<file path="config.mk">
export PLATFORM = sky130hd
export DESIGN_NAME = serial_day_to_calendar_date_top
export DESIGN_NICKNAME = d
export VERILOG_FILES = /design/src/hdl/sdcd_pkg.sv /design/src/hdl/serial_day_to_calendar_date_top.sv
export SDC_FILE = /design/constraint.sdc
export NUM_CORES = 1
export LEC_CHECK = 0
export BUFFER_PORTS_ARGS = -buffer_cell sky130_fd_sc_hd__buf_4
export CAP_MARGIN = 20
export CORE_ASPECT_RATIO = 0.9
export CORE_UTILIZATION = 45
export DETAILED_ROUTE_END_ITERATION = 16
export PLACE_DENSITY = 0.74
export SYNTH_ARGS = -nofsm -noshare
export SYNTH_HDL_FRONTEND = slang
export SYNTH_SLANG_ARGS = --single-unit
</file>
<file path="constraint.sdc">
create_clock -name clock -period 9 [get_ports clock]
set_input_delay 1.8 -clock clock [delete_from_list [all_inputs] [get_ports clock]]
set_output_delay 1.8 -clock clock [all_outputs]
set_load 0.005 [all_outputs]
</file>
<file path="src/hdl/sdcd_pkg.sv">
package sdcd_pkg;

   localparam int unsigned BASE_YEAR    = 1900;
   localparam int unsigned YEAR_W       = 12;
   localparam int unsigned MONTH_W      = 4;
   localparam int unsigned DOM_W        = 5;
   localparam int unsigned COMMON_DAYS  = 365;
   localparam int unsigned LEAP_DAYS    = 366;

   localparam logic [MONTH_W-1:0] MONTH_JAN = 4'd1;
   localparam logic [MONTH_W-1:0] MONTH_FEB = 4'd2;
   localparam logic [MONTH_W-1:0] MONTH_DEC = 4'd12;

   // position of 1900 within the 4, 100 and 400 year cycles
   localparam logic [1:0] BASE_MOD4   = 2'd0;
   localparam logic [6:0] BASE_MOD100 = 7'd0;
   localparam logic [8:0] BASE_MOD400 = 9'd300;
   localparam logic [6:0] MOD100_LAST = 7'd99;
   localparam logic [8:0] MOD400_LAST = 9'd399;

   function automatic logic [DOM_W-1:0] month_days(input logic [MONTH_W-1:0] mo,
                                                   input logic              leap);
      logic [DOM_W-1:0] d;
      case (mo)
         4'd1:    d = 5'd31;
         4'd2:    d = leap ? 5'd29 : 5'd28;
         4'd3:    d = 5'd31;
         4'd4:    d = 5'd30;
         4'd5:    d = 5'd31;
         4'd6:    d = 5'd30;
         4'd7:    d = 5'd31;
         4'd8:    d = 5'd31;
         4'd9:    d = 5'd30;
         4'd10:   d = 5'd31;
         4'd11:   d = 5'd30;
         4'd12:   d = 5'd31;
         default: d = 5'd31;
      endcase
      return d;
   endfunction

endpackage

</file>
<file path="src/hdl/serial_day_to_calendar_date_top.sv">
// Channel   Ports                                        Handshake
// request   req_day_number                               start high, busy low
// response  rsp_year, rsp_month, rsp_day_of_month        rsp_valid, one cycle
//
// Each word passes through year steps, an exit from the year loop, month steps and a
// finishing step, all on a single subtractor: one subtract per year passed (up to about
// 360 years at 17 bits), then one subtract per month passed (up to 11 months).
// busy stays high through the finishing step and is low while the result is shown,
// so a new word may start then. Synchronous reset returns to idle. The receiver cannot stall.
module serial_day_to_calendar_date_top
   import sdcd_pkg::*;
#(
   parameter int unsigned DAY_BITS = 17
) (
   input  logic                clock,
   input  logic                reset,
   input  logic                start,
   output logic                busy,
   input  logic [DAY_BITS-1:0] req_day_number,
   output logic                rsp_valid,
   output logic [YEAR_W-1:0]   rsp_year,
   output logic [MONTH_W-1:0]  rsp_month,
   output logic [DOM_W-1:0]    rsp_day_of_month
);

   localparam int unsigned YEAR_SPAN = $clog2(BASE_YEAR + (2**DAY_BITS) / COMMON_DAYS + 2);
   localparam int unsigned YEAR_BITS = (YEAR_SPAN > YEAR_W) ? YEAR_SPAN : YEAR_W;

   typedef enum logic [1:0] {ST_IDLE, ST_YEARS, ST_MONTHS} state_type;

   state_type              state_ff, state_in;
   logic [DAY_BITS-1:0]    left_ff, left_in;
   logic [YEAR_BITS-1:0]   year_ff, year_in;
   logic [MONTH_W-1:0]     month_ff, month_in;
   logic [1:0]             mod4_ff, mod4_in;
   logic [6:0]             mod100_ff, mod100_in;
   logic [8:0]             mod400_ff, mod400_in;
   logic                   valid_ff, valid_in;
   logic [YEAR_W-1:0]      oyear_ff, oyear_in;
   logic [MONTH_W-1:0]     omonth_ff, omonth_in;
   logic [DOM_W-1:0]       odom_ff, odom_in;

   logic                   leap;
   logic [DAY_BITS-1:0]    step;
   logic [DAY_BITS-1:0]    diff;
   logic                   more;

   assign leap = ((mod4_ff == 2'd0) && (mod100_ff != 7'd0)) || (mod400_ff == 9'd0);

   always_comb begin
      if (state_ff == ST_YEARS) begin
         step = leap ? DAY_BITS'(LEAP_DAYS) : DAY_BITS'(COMMON_DAYS);
      end else begin
         step = DAY_BITS'(month_days(month_ff, leap));
      end
   end

   assign diff = left_ff - step;
   assign more = left_ff > step;

   always_comb begin
      state_in  = state_ff;
      left_in   = left_ff;
      year_in   = year_ff;
      month_in  = month_ff;
      mod4_in   = mod4_ff;
      mod100_in = mod100_ff;
      mod400_in = mod400_ff;
      valid_in  = 1'b0;
      oyear_in  = oyear_ff;
      omonth_in = omonth_ff;
      odom_in   = odom_ff;
      case (state_ff)
         ST_IDLE: begin
            if (start) begin
               left_in   = req_day_number;
               year_in   = YEAR_BITS'(BASE_YEAR);
               month_in  = MONTH_JAN;
               mod4_in   = BASE_MOD4;
               mod100_in = BASE_MOD100;
               mod400_in = BASE_MOD400;
               state_in  = ST_YEARS;
            end
         end
         ST_YEARS: begin
            // a leap year with exactly its length left stays put
            if (left_ff > DAY_BITS'(COMMON_DAYS) &&
                !(leap && left_ff == DAY_BITS'(LEAP_DAYS))) begin
               left_in   = diff;
               year_in   = year_ff + 1'b1;
               mod4_in   = mod4_ff + 1'b1;
               mod100_in = (mod100_ff == MOD100_LAST) ? 7'd0 : mod100_ff + 1'b1;
               mod400_in = (mod400_ff == MOD400_LAST) ? 9'd0 : mod400_ff + 1'b1;
            end else begin
               state_in = ST_MONTHS;
            end
         end
         ST_MONTHS: begin
            if (month_ff < MONTH_DEC && more) begin
               left_in  = diff;
               month_in = month_ff + 1'b1;
            end else begin
               valid_in  = 1'b1;
               oyear_in  = year_ff[YEAR_W-1:0];
               omonth_in = month_ff;
               odom_in   = left_ff[DOM_W-1:0];
               state_in  = ST_IDLE;
            end
         end
         default: begin
            state_in = ST_IDLE;
         end
      endcase
   end

   always_ff @(posedge clock) begin
      if (reset) begin
         state_ff <= ST_IDLE;
         valid_ff <= 1'b0;
      end else begin
         state_ff <= state_in;
         valid_ff <= valid_in;
      end
      left_ff   <= left_in;
      year_ff   <= year_in;
      month_ff  <= month_in;
      mod4_ff   <= mod4_in;
      mod100_ff <= mod100_in;
      mod400_ff <= mod400_in;
      oyear_ff  <= oyear_in;
      omonth_ff <= omonth_in;
      odom_ff   <= odom_in;
   end

   assign busy             = (state_ff != ST_IDLE);
   assign rsp_valid        = valid_ff;
   assign rsp_year         = oyear_ff;
   assign rsp_month        = omonth_ff;
   assign rsp_day_of_month = odom_ff;

endmodule

</file>
==> flow_summary.toml, run 1 <==
[logic_synthesis]
syn_nets = 381
syn_inst = 341
netlist_top_cells_area = "edfxtp_1 (55%), ha_1 (6.0%), xor2_1 (3.8%), xnor2_1 (3.6%), nor2_1 (3.3%)"
yosysSeqAreaShare_pct = 56.38
synth_edf_count = 72
synth_cell_type_count = 50
syn_area_mm2 = 0.003941
ys_seq_elements = 75
synthArstFlopShare_pct = 0
synth_flop_cell = "edfxtp_1"
avgSynthCellArea_um2 = 11.56
synth.top_cell.area_share_pct = 54.86
yosysWarnings = 0
yosys.area.top_type = "edfxtp_1"

[clock_network]
post_cts_buffers = 0
ctsResizeCount = 0
clock_latency_ps = 360
tritoncts = "done"
h-tree-depth = 3
clock-sinks = 75
cts_made_buffers = 9
path_clk_slew_ps = 90
clock_path_buffers = 2
cts-root-buf = "clkbuf_8"
ctsHoldBuffers = 0

[route]
firstDrtPassIters = 4
drt_iter0_drc = 76
vias = 2668
drt-total-wl_um = 7127
routedWlPerCell_um = 13.84
drc_errors = 0
ant_nets = 0
avgViaCountPerCell = 5.181

[critical_path]
cp.arrival_ps = 4110
cp-end-kind = "flop"
reg2regPathDepth = 11
reg2reg_setup_slack_ps = 4930
reg2reg_from = "state_ff[1]"
cp_max_fo = 24
setup.worst_path.start_class = "flop"
reg2reg_to = "left_ff[14]"
criticalPathCategory = "flop to flop"
cp_data_required_time_ps = 9040

[finish]
drive_gt1_share_pct = 19.95
final_cell_mix = "edfxtp_1 (72), buf_4 (45), nor2_1 (34)"
seqCellArea_mm2 = 0.002222
syn2layout_area_growth_pct = 16.48
nets = 431
layout_commonest_cell = "edfxtp_1"
num_antenna_cells = 0
final.fill_count = 765
multi_input_area_mm2 = 0.001635

[place]
place.gp.congestion = 0.8441
io_buffers = 42
place_hpwl_um = 5082

[hold_path]
hp-class = "flop to flop"
worstHoldEndpoint = "rsp_year[11]"
holdPathStages = 0
min_from = "year_ff[11]"

[timing]
finalCritPeriodShare_pct = 45.18
slew_viol_final = 0
fin_crit_ps = 4066
rsz0062_at_grt = "false"
fin_tns_setup_ps = 0
setup_viol = 0
slew_headroom_pct = 46.70
fmax_mhz = 245.9
fin_skew_ps = 10.86
holdWs_ps = 502.2
worst_pin_slew_ps = 799.5
hold_viol_final = 0

[global_route]
grt_antenna_before_repair = 0
grt_util_all_layers_pct = 16.95
grt_pass1_vias = 2627
grt_pass1_wl_um = 12010
overflow = 0
grt_max_degree = 31

[run]
drv_cap = 0

[pwr]
p_clk_share_pct = 19.9
pwr-share-comb_pct = 32.9
p_seq_share_pct = 47.3
p_leak_nw = 1.719
powerDensity_mw_per_mm2 = 257.4
power.switching_mw = 0.4288
p_sw_share_pct = 36.29
p_int_mw = 0.7526
vdd_ir_drop_max_mv = 0.08218

[floorplan]
die_h_um = 90.79
rows = 32
initial_utilization_pct = 46.21
io_pins = 43
core_area_mm2 = 0.008528
die-area_mm2 = 0.009138
dieWidth_um = 100.7

[run_status]
outcome = "finished clean"
-- metal layers --
| layer | vias up | part of all wire [%] | global-route usage [%] | wire length, um |
|---|---|---|---|---|
| met5 | - | 0 | 0 | 0 |
| met4 | 0 | 1.5 | 7.246 | 108 |
| met3 | 10 | 4.0 | 3.328 | 284 |
| met2 | 55 | 46 | 26.31 | 3279 |
| met1 | 1265 | 48 | 23.07 | 3454 |
| li1 | 1338 | - | - | - |
-- per-stage QoR --
stage / util (%) / instance area, um2 / total power [mW] / std cells / setup WS, ps
2_1_floorplan: - / 3941 / 0.8508 / 341 / 4609
3_3_place_gp: 51.78 / 4415 / 0.9387 / 499 / 5118
3_5_place_dp: 51.78 / 4415 / 0.9521 / 499 / 4957
4_1_cts: 53.83 / 4591 / 1.187 / 515 / 4935
5_1_grt: 53.83 / 4591 / 1.265 / 515 / 4581
6_report: 53.83 / 4591 / 1.181 / 515 / 4934
-- worst max path at each step --
stage,slack [ps],to,depth (start not counted),start
after floorplan,4610,left_ff[0],12,mod100_ff[2]
after global placement,5120,left_ff[1],11,state_ff[1]
after detailed placement,4960,left_ff[14],11,state_ff[1]
after CTS,4940,left_ff[14],11,state_ff[1]
after global routing,4580,left_ff[14],11,state_ff[1]
final,4930,left_ff[14],11,state_ff[1]
-- worst max-delay path, stage by stage (launching register included) --
cell	delay, ps
dfxtp_1	340
inv_1	80
ha_1	680
clkinv_1	550
ha_1	550
nand4b_1	180
o31a_1	370
o21ai_0	230
a21boi_2	80
buf_4	230
nor3_2	190
buf_4	270
-- sequential cells by signal (all words and copies together) (netlist names) --
signal,flops
rsp_year,12
rsp_valid,1
mod400_ff,9
year_ff,12
state_ff,2
mod100_ff,7
mod4_ff,2
left_ff,17
month_ff,4
rsp_day_of_month,5
rsp_month,4
-- power groups by stage --
| stage | sequential [mW] | combinational [mW] | clock [mW] |
|---|---|---|---|
| finish | 0.558 | 0.388 | 0.235 |
| global route | 0.569 | 0.443 | 0.253 |
| global placement | 0.562 | 0.377 | 0 |
| floorplan | 0.544 | 0.307 | 0 |
| CTS | 0.558 | 0.391 | 0.239 |
| detailed placement | 0.565 | 0.387 | 0 |
-- cells by family after synthesis --
family / after synthesis / share of synthesized area [%]
mux: 7 / 1.905
compound gates: 50 / 8.254
buf+inv: 25 / 2.412
flops: 75 / 56.38
fa+ha+maj: 20 / 6.540
simple gates: 131 / 17.18
xor+xnor: 33 / 7.333
-- layout make-up --
cell class | count | share of cell area (%)
clock buffer | 9 | 2.698
clock inverter | 7 | 1.117
inverter | 19 | 1.554
multi-input combinational | 241 | 35.62
sequential | 75 | 48.41
tap | 119 | 3.243
timing repair buffer | 45 | 7.359
-- synth_stat cells (all sizes together), types with 4 or more instances --
master,count
o21a,4
a21oi,18
nor3,12
xnor2,16
nand3,17
clkbuf,5
mux2,4
and2,9
nor2,36
inv,18
and3,15
o21ai,13
ha,19
xor2,17
nand2,24
edfxtp,72
Power figures use the tool's default switching activity.
==> run 2: changes to the inputs <==
--- a/config.mk
+++ b/config.mk
@@ -10,7 +10,7 @@
 export CORE_ASPECT_RATIO = 0.9
 export CORE_UTILIZATION = 45
 export DETAILED_ROUTE_END_ITERATION = 16
-export PLACE_DENSITY = 0.74
+export PLACE_DENSITY = 0.76
 export SYNTH_ARGS = -nofsm -noshare
 export SYNTH_HDL_FRONTEND = slang
 export SYNTH_SLANG_ARGS = --single-unit
==> constraint.sdc (replaced) <==
create_clock -name clock -period 3.3 [get_ports clock]
set_input_delay 0.66 -clock clock [delete_from_list [all_inputs] [get_ports clock]]
set_output_delay 0.66 -clock clock [all_outputs]
set_load 0.005 [all_outputs]
==> flow_summary.toml, run 2 (synthesized netlist as in run 1, its figures left out) <==
[floorplan]
dieWidth_um = 100.7
initial_utilization_pct = 46.21
io_pins = 43
die-area_mm2 = 0.009138
core_area_mm2 = 0.008528
rows = 32
die_h_um = 90.79

[timing]
worst_pin_slew_ps = 816.9
slew_viol_final = 0
setup_viol = 0
finalCritPeriodShare_pct = 99.54
fin_tns_setup_ps = 0
slew_headroom_pct = 45.54
fin_crit_ps = 3285
rsz0062_at_grt = "true"
worst_slack_ps = 15.29
fin_skew_ps = 12.17
holdWs_ps = 485.2
hold_viol_final = 0
fmax_mhz = 304.4

[finish]
seqCellArea_mm2 = 0.002222
num_antenna_cells = 0
final.fill_count = 713
syn2layout_area_growth_pct = 21.87
largest_register_ffs = 17
final_cell_mix = "edfxtp_1 (72), buf_4 (62), nor2_1 (34)"
top_register = "left_ff"
utilization_pct = 56.32
layout_commonest_cell = "edfxtp_1"
nets = 449
drive_gt1_share_pct = 25.36
multi_input_area_mm2 = 0.001692

[global_route]
grt_util_all_layers_pct = 17.38
met3_usage_pct = 2.786
grtUsageMet2_pct = 28.48
grt_max_degree = 31
overflow = 0
grt_pass1_vias = 2674
top_usage_layer = "met2"
grt_pass1_wl_um = 12340
grt_antenna_before_repair = 0
grtUsageMet1_pct = 22.67

[pwr]
vdd_ir_drop_max_mv = 0.2979
p_leak_nw = 1.819
p_clk_share_pct = 19.5
p_sw_share_pct = 36.59
power.switching_mw = 1.252
p_int_mw = 2.170
pwr-share-comb_pct = 36.3
p_seq_share_pct = 44.1
powerDensity_mw_per_mm2 = 712.6
power_mw = 3.423

[place]
place.gp.congestion = 0.8493
dp_slack_ps = 58.17
io_buffers = 42
place_hpwl_um = 5204

[clock_network]
cts-root-buf = "clkbuf_8"
path_clk_slew_ps = 90
clock_path_buffers = 2
clock_latency_ps = 360
h-tree-depth = 3
clock-sinks = 75
cts_made_buffers = 9
tritoncts = "done"

[run_status]
outcome = "finished clean"

[critical_path]
cp-end-kind = "flop"
cp_max_fo = 3
setup.worst_path.start_class = "flop"
cp-startpoint = "mod400_ff[2]"
path_common_cell = "and3_1"
crit_slowest_cell = "edfxtp_1"
reg2reg_from = "mod400_ff[2]"
worstPathCellList = "nor4_1, and3_1, a21oi_2, and3_1, o41ai_2, ha_2, fa_1, and4b_1, o211ai_1, a21boi_1, buf_4, nor4b_4, xnor2_1, a21oi_1"
max_stage_delay_ps = 400
cp_data_required_time_ps = 3380
criticalPathCategory = "flop to flop"
cp.arrival_ps = 3360

[route]
ant_nets = 0
firstDrtPassIters = 4
avgViaCountPerCell = 5.189
drt-total-wl_um = 7433
vias = 2766
drt_iter0_drc = 155
routedWlPerCell_um = 13.95
drc_errors = 0

[hold_path]
min_from = "reset"
hp-class = "input pin to flop"

[run]
drv_cap = 0
-- run 2: cell count changes in the layout (fill, tap and decap cells not counted), sizes merged --
cell and delta:
clkinv -1, buf +18, inv +1
-- run 2: final timing paths --
kind             endpoint  slack, ps  depth (start not counted)
max           left_ff[16]         20                         14
min           state_ff[1]        490                          2
max reg2reg   left_ff[16]         20                         14
min reg2reg  rsp_year[11]        490                          0
-- run 2: area by class of cell --
type                       count  area share [%]
inverter                      19           1.485
sequential                    75           46.26
clock inverter                 7           1.250
timing repair buffer          63           10.11
multi-input combinational    241           35.22
tap                          119           3.100
clock buffer                   9           2.579
-- run 2: critical path, delay by kind of cell (launching register included) --
family,cells,cell delay (ps)
buf+inv,1,170
flops,1,400
compound gates,5,780
xor+xnor,1,150
simple gates,5,1080
fa+ha+maj,2,430
-- run 2: timing repair --
action,CTS,global route
endpoints found under the setup margin,0,42
hold buffers,0,0
resized for setup,0,7
buffers inserted,0,2
-- run 2: power groups by stage --
stage	combinational [mW]	clock [mW]	sequential [mW]
after CTS	1.21	0.680	1.50
after floorplan	0.845	0	1.48
final	1.24	0.668	1.51
after detailed placement	1.19	0	1.52
after global routing	1.38	0.726	1.54
after global placement	1.15	0	1.51
-- run 2: metrics by stage --
stage	cell area, um2	cells
finish	4803	533
global route	4803	533
CTS	4750	531
detailed placement	4566	515
global placement	4566	515
floorplan	3968	341
-- run 2: metal layers --
layer  share of wire [%]  vias to the layer above
met5                   0                        -
met4                 1.8                        0
met3                 5.1                       12
met2                  48                       83
met1                  45                     1303
li1                    -                     1368
==> run 3: changes to the inputs <==
--- a/config.mk
+++ b/config.mk
@@ -10,7 +10,7 @@
 export CORE_ASPECT_RATIO = 0.9
 export CORE_UTILIZATION = 45
 export DETAILED_ROUTE_END_ITERATION = 16
-export PLACE_DENSITY = 0.76
+export PLACE_DENSITY = 0.74
 export SYNTH_ARGS = -nofsm -noshare
 export SYNTH_HDL_FRONTEND = slang
 export SYNTH_SLANG_ARGS = --single-unit
==> constraint.sdc (replaced) <==
create_clock -name clock -period 4.1 [get_ports clock]
set_input_delay 0.82 -clock clock [delete_from_list [all_inputs] [get_ports clock]]
set_output_delay 0.82 -clock clock [all_outputs]
set_load 0.005 [all_outputs]
==> flow_summary.toml, run 3 (synthesized netlist as in run 1, its figures left out) <==
[global_route]
grt_pass1_wl_um = 12100
grt_max_degree = 31
grt_pass1_vias = 2563
grt_util_all_layers_pct = 17.07
overflow = 0
grt_antenna_before_repair = 0

[floorplan]
die-area_mm2 = 0.009138
die_h_um = 90.79
initial_utilization_pct = 46.21
core_area_mm2 = 0.008528
dieWidth_um = 100.7
rows = 32
io_pins = 43

[clock_network]
clock_path_buffers = 2
ctsResizeCount = 0
tritoncts = "done"
h-tree-depth = 3
ctsHoldBuffers = 0
clock-sinks = 75
post_cts_buffers = 0
cts_made_buffers = 9
clock_latency_ps = 350
cts-root-buf = "clkbuf_8"
path_clk_slew_ps = 90

[critical_path]
setup.worst_path.start_class = "flop"
cp.arrival_ps = 3740
cp_data_required_time_ps = 4200
cp_max_fo = 4
criticalPathCategory = "flop to flop"
cp-end-kind = "flop"

[timing]
setup_viol = 0
fmax_mhz = 275.4
holdWs_ps = 509.5
finalCritPeriodShare_pct = 88.58
fin_crit_ps = 3632
hold_viol_final = 0
worst_slack_ps = 468.3
rsz0062_at_grt = "false"
fin_skew_ps = 11.76
fin_tns_setup_ps = 0
worst_pin_slew_ps = 769.1
slew_viol_final = 0
slew_headroom_pct = 48.73

[place]
place_hpwl_um = 5151
dp_slack_ps = 512.5
place.gp.congestion = 0.8699
place_inst = 500
io_buffers = 42
placed_area_mm2 = 0.004423

[finish]
seqCellArea_mm2 = 0.002222
drive_gt1_share_pct = 20.40
top_register = "left_ff"
nets = 432
utilization_pct = 54.49
multi_input_area_mm2 = 0.001635
layout_commonest_cell = "edfxtp_1"
design_area_mm2 = 0.004647
num_antenna_cells = 0
final_cell_mix = "edfxtp_1 (72), buf_4 (46), nor2_1 (34)"
stdcell_count = 516
largest_register_ffs = 17
syn2layout_area_growth_pct = 17.90
final.fill_count = 757

[route]
avgViaCountPerCell = 5.138
drt-total-wl_um = 7089
firstDrtPassIters = 4
drt_iter0_drc = 121
vias = 2651
drc_errors = 0
routedWlPerCell_um = 13.74
ant_nets = 0

[pwr]
p_clk_share_pct = 23.2
pwr-share-comb_pct = 31.5
p_seq_share_pct = 45.3
p_leak_nw = 1.751
p_int_mw = 1.782
vdd_ir_drop_max_mv = 0.2397
power.switching_mw = 0.9362
p_sw_share_pct = 34.44
power_mw = 2.719
powerDensity_mw_per_mm2 = 585.0

[run_status]
outcome = "finished clean"

[run]
drv_cap = 0

[hold_path]
hp-class = "flop to flop"
run 3: cell types whose count changed in the layout (fill, tap and decap cells not counted), sizes merged:
cell,change
buf,-17
bufinv,+2
clkinvlp,-1
inv,-1
run 3: worst paths after layout:
check	from	endpoint	slack, ps	cells after the start
setup / recovery	mod100_ff[2]	left_ff[14]	470	13
hold / removal	year_ff[11]	rsp_year[11]	510	0
setup reg to reg	mod100_ff[2]	left_ff[14]	470	13
hold reg to reg	year_ff[11]	rsp_year[11]	510	0
run 3: layout make-up:
cell class | instances | share of cell area [%]
inverters | 19 | 1.535
clock buffers | 9 | 2.666
repair buffers | 46 | 7.431
well taps | 119 | 3.204
flip-flops and latches | 75 | 47.82
multi-input cells | 241 | 35.19
clock inverters | 7 | 2.154
run 3: per-layer routing:
metal / GRT usage [%] / share of wire (%) / vias to the layer above
met1: 23.44 / 48 / 1233
met5: 0 / 0 / -
met4: 6.884 / 1.7 / 0
met3: 2.864 / 4.5 / 12
met2: 26.83 / 46 / 71
li1: - / - / 1335
run 3: power groups by stage:
stage                     Clock, mW  Combinational, mW  Sequential, mW
after floorplan                   0              0.674            1.19
after global placement            0              0.838            1.24
after detailed placement          0              0.853            1.24
after CTS                     0.643              0.863            1.23
after global routing          0.673              0.972            1.25
final                         0.631              0.856            1.23
run 3: critical path, cell delays in order, from the launching register on:
cell and delay, ps:
edfxtp_1 430, nor3_1 290, nand3_1 110, a21oi_1 360, and3_1 220, o41ai_1 70
ha_1 220, fa_1 430, and4b_1 290, o211ai_1 110, a21boi_1 330, nor4_1 110
xor2_1 150, mux2_2 270
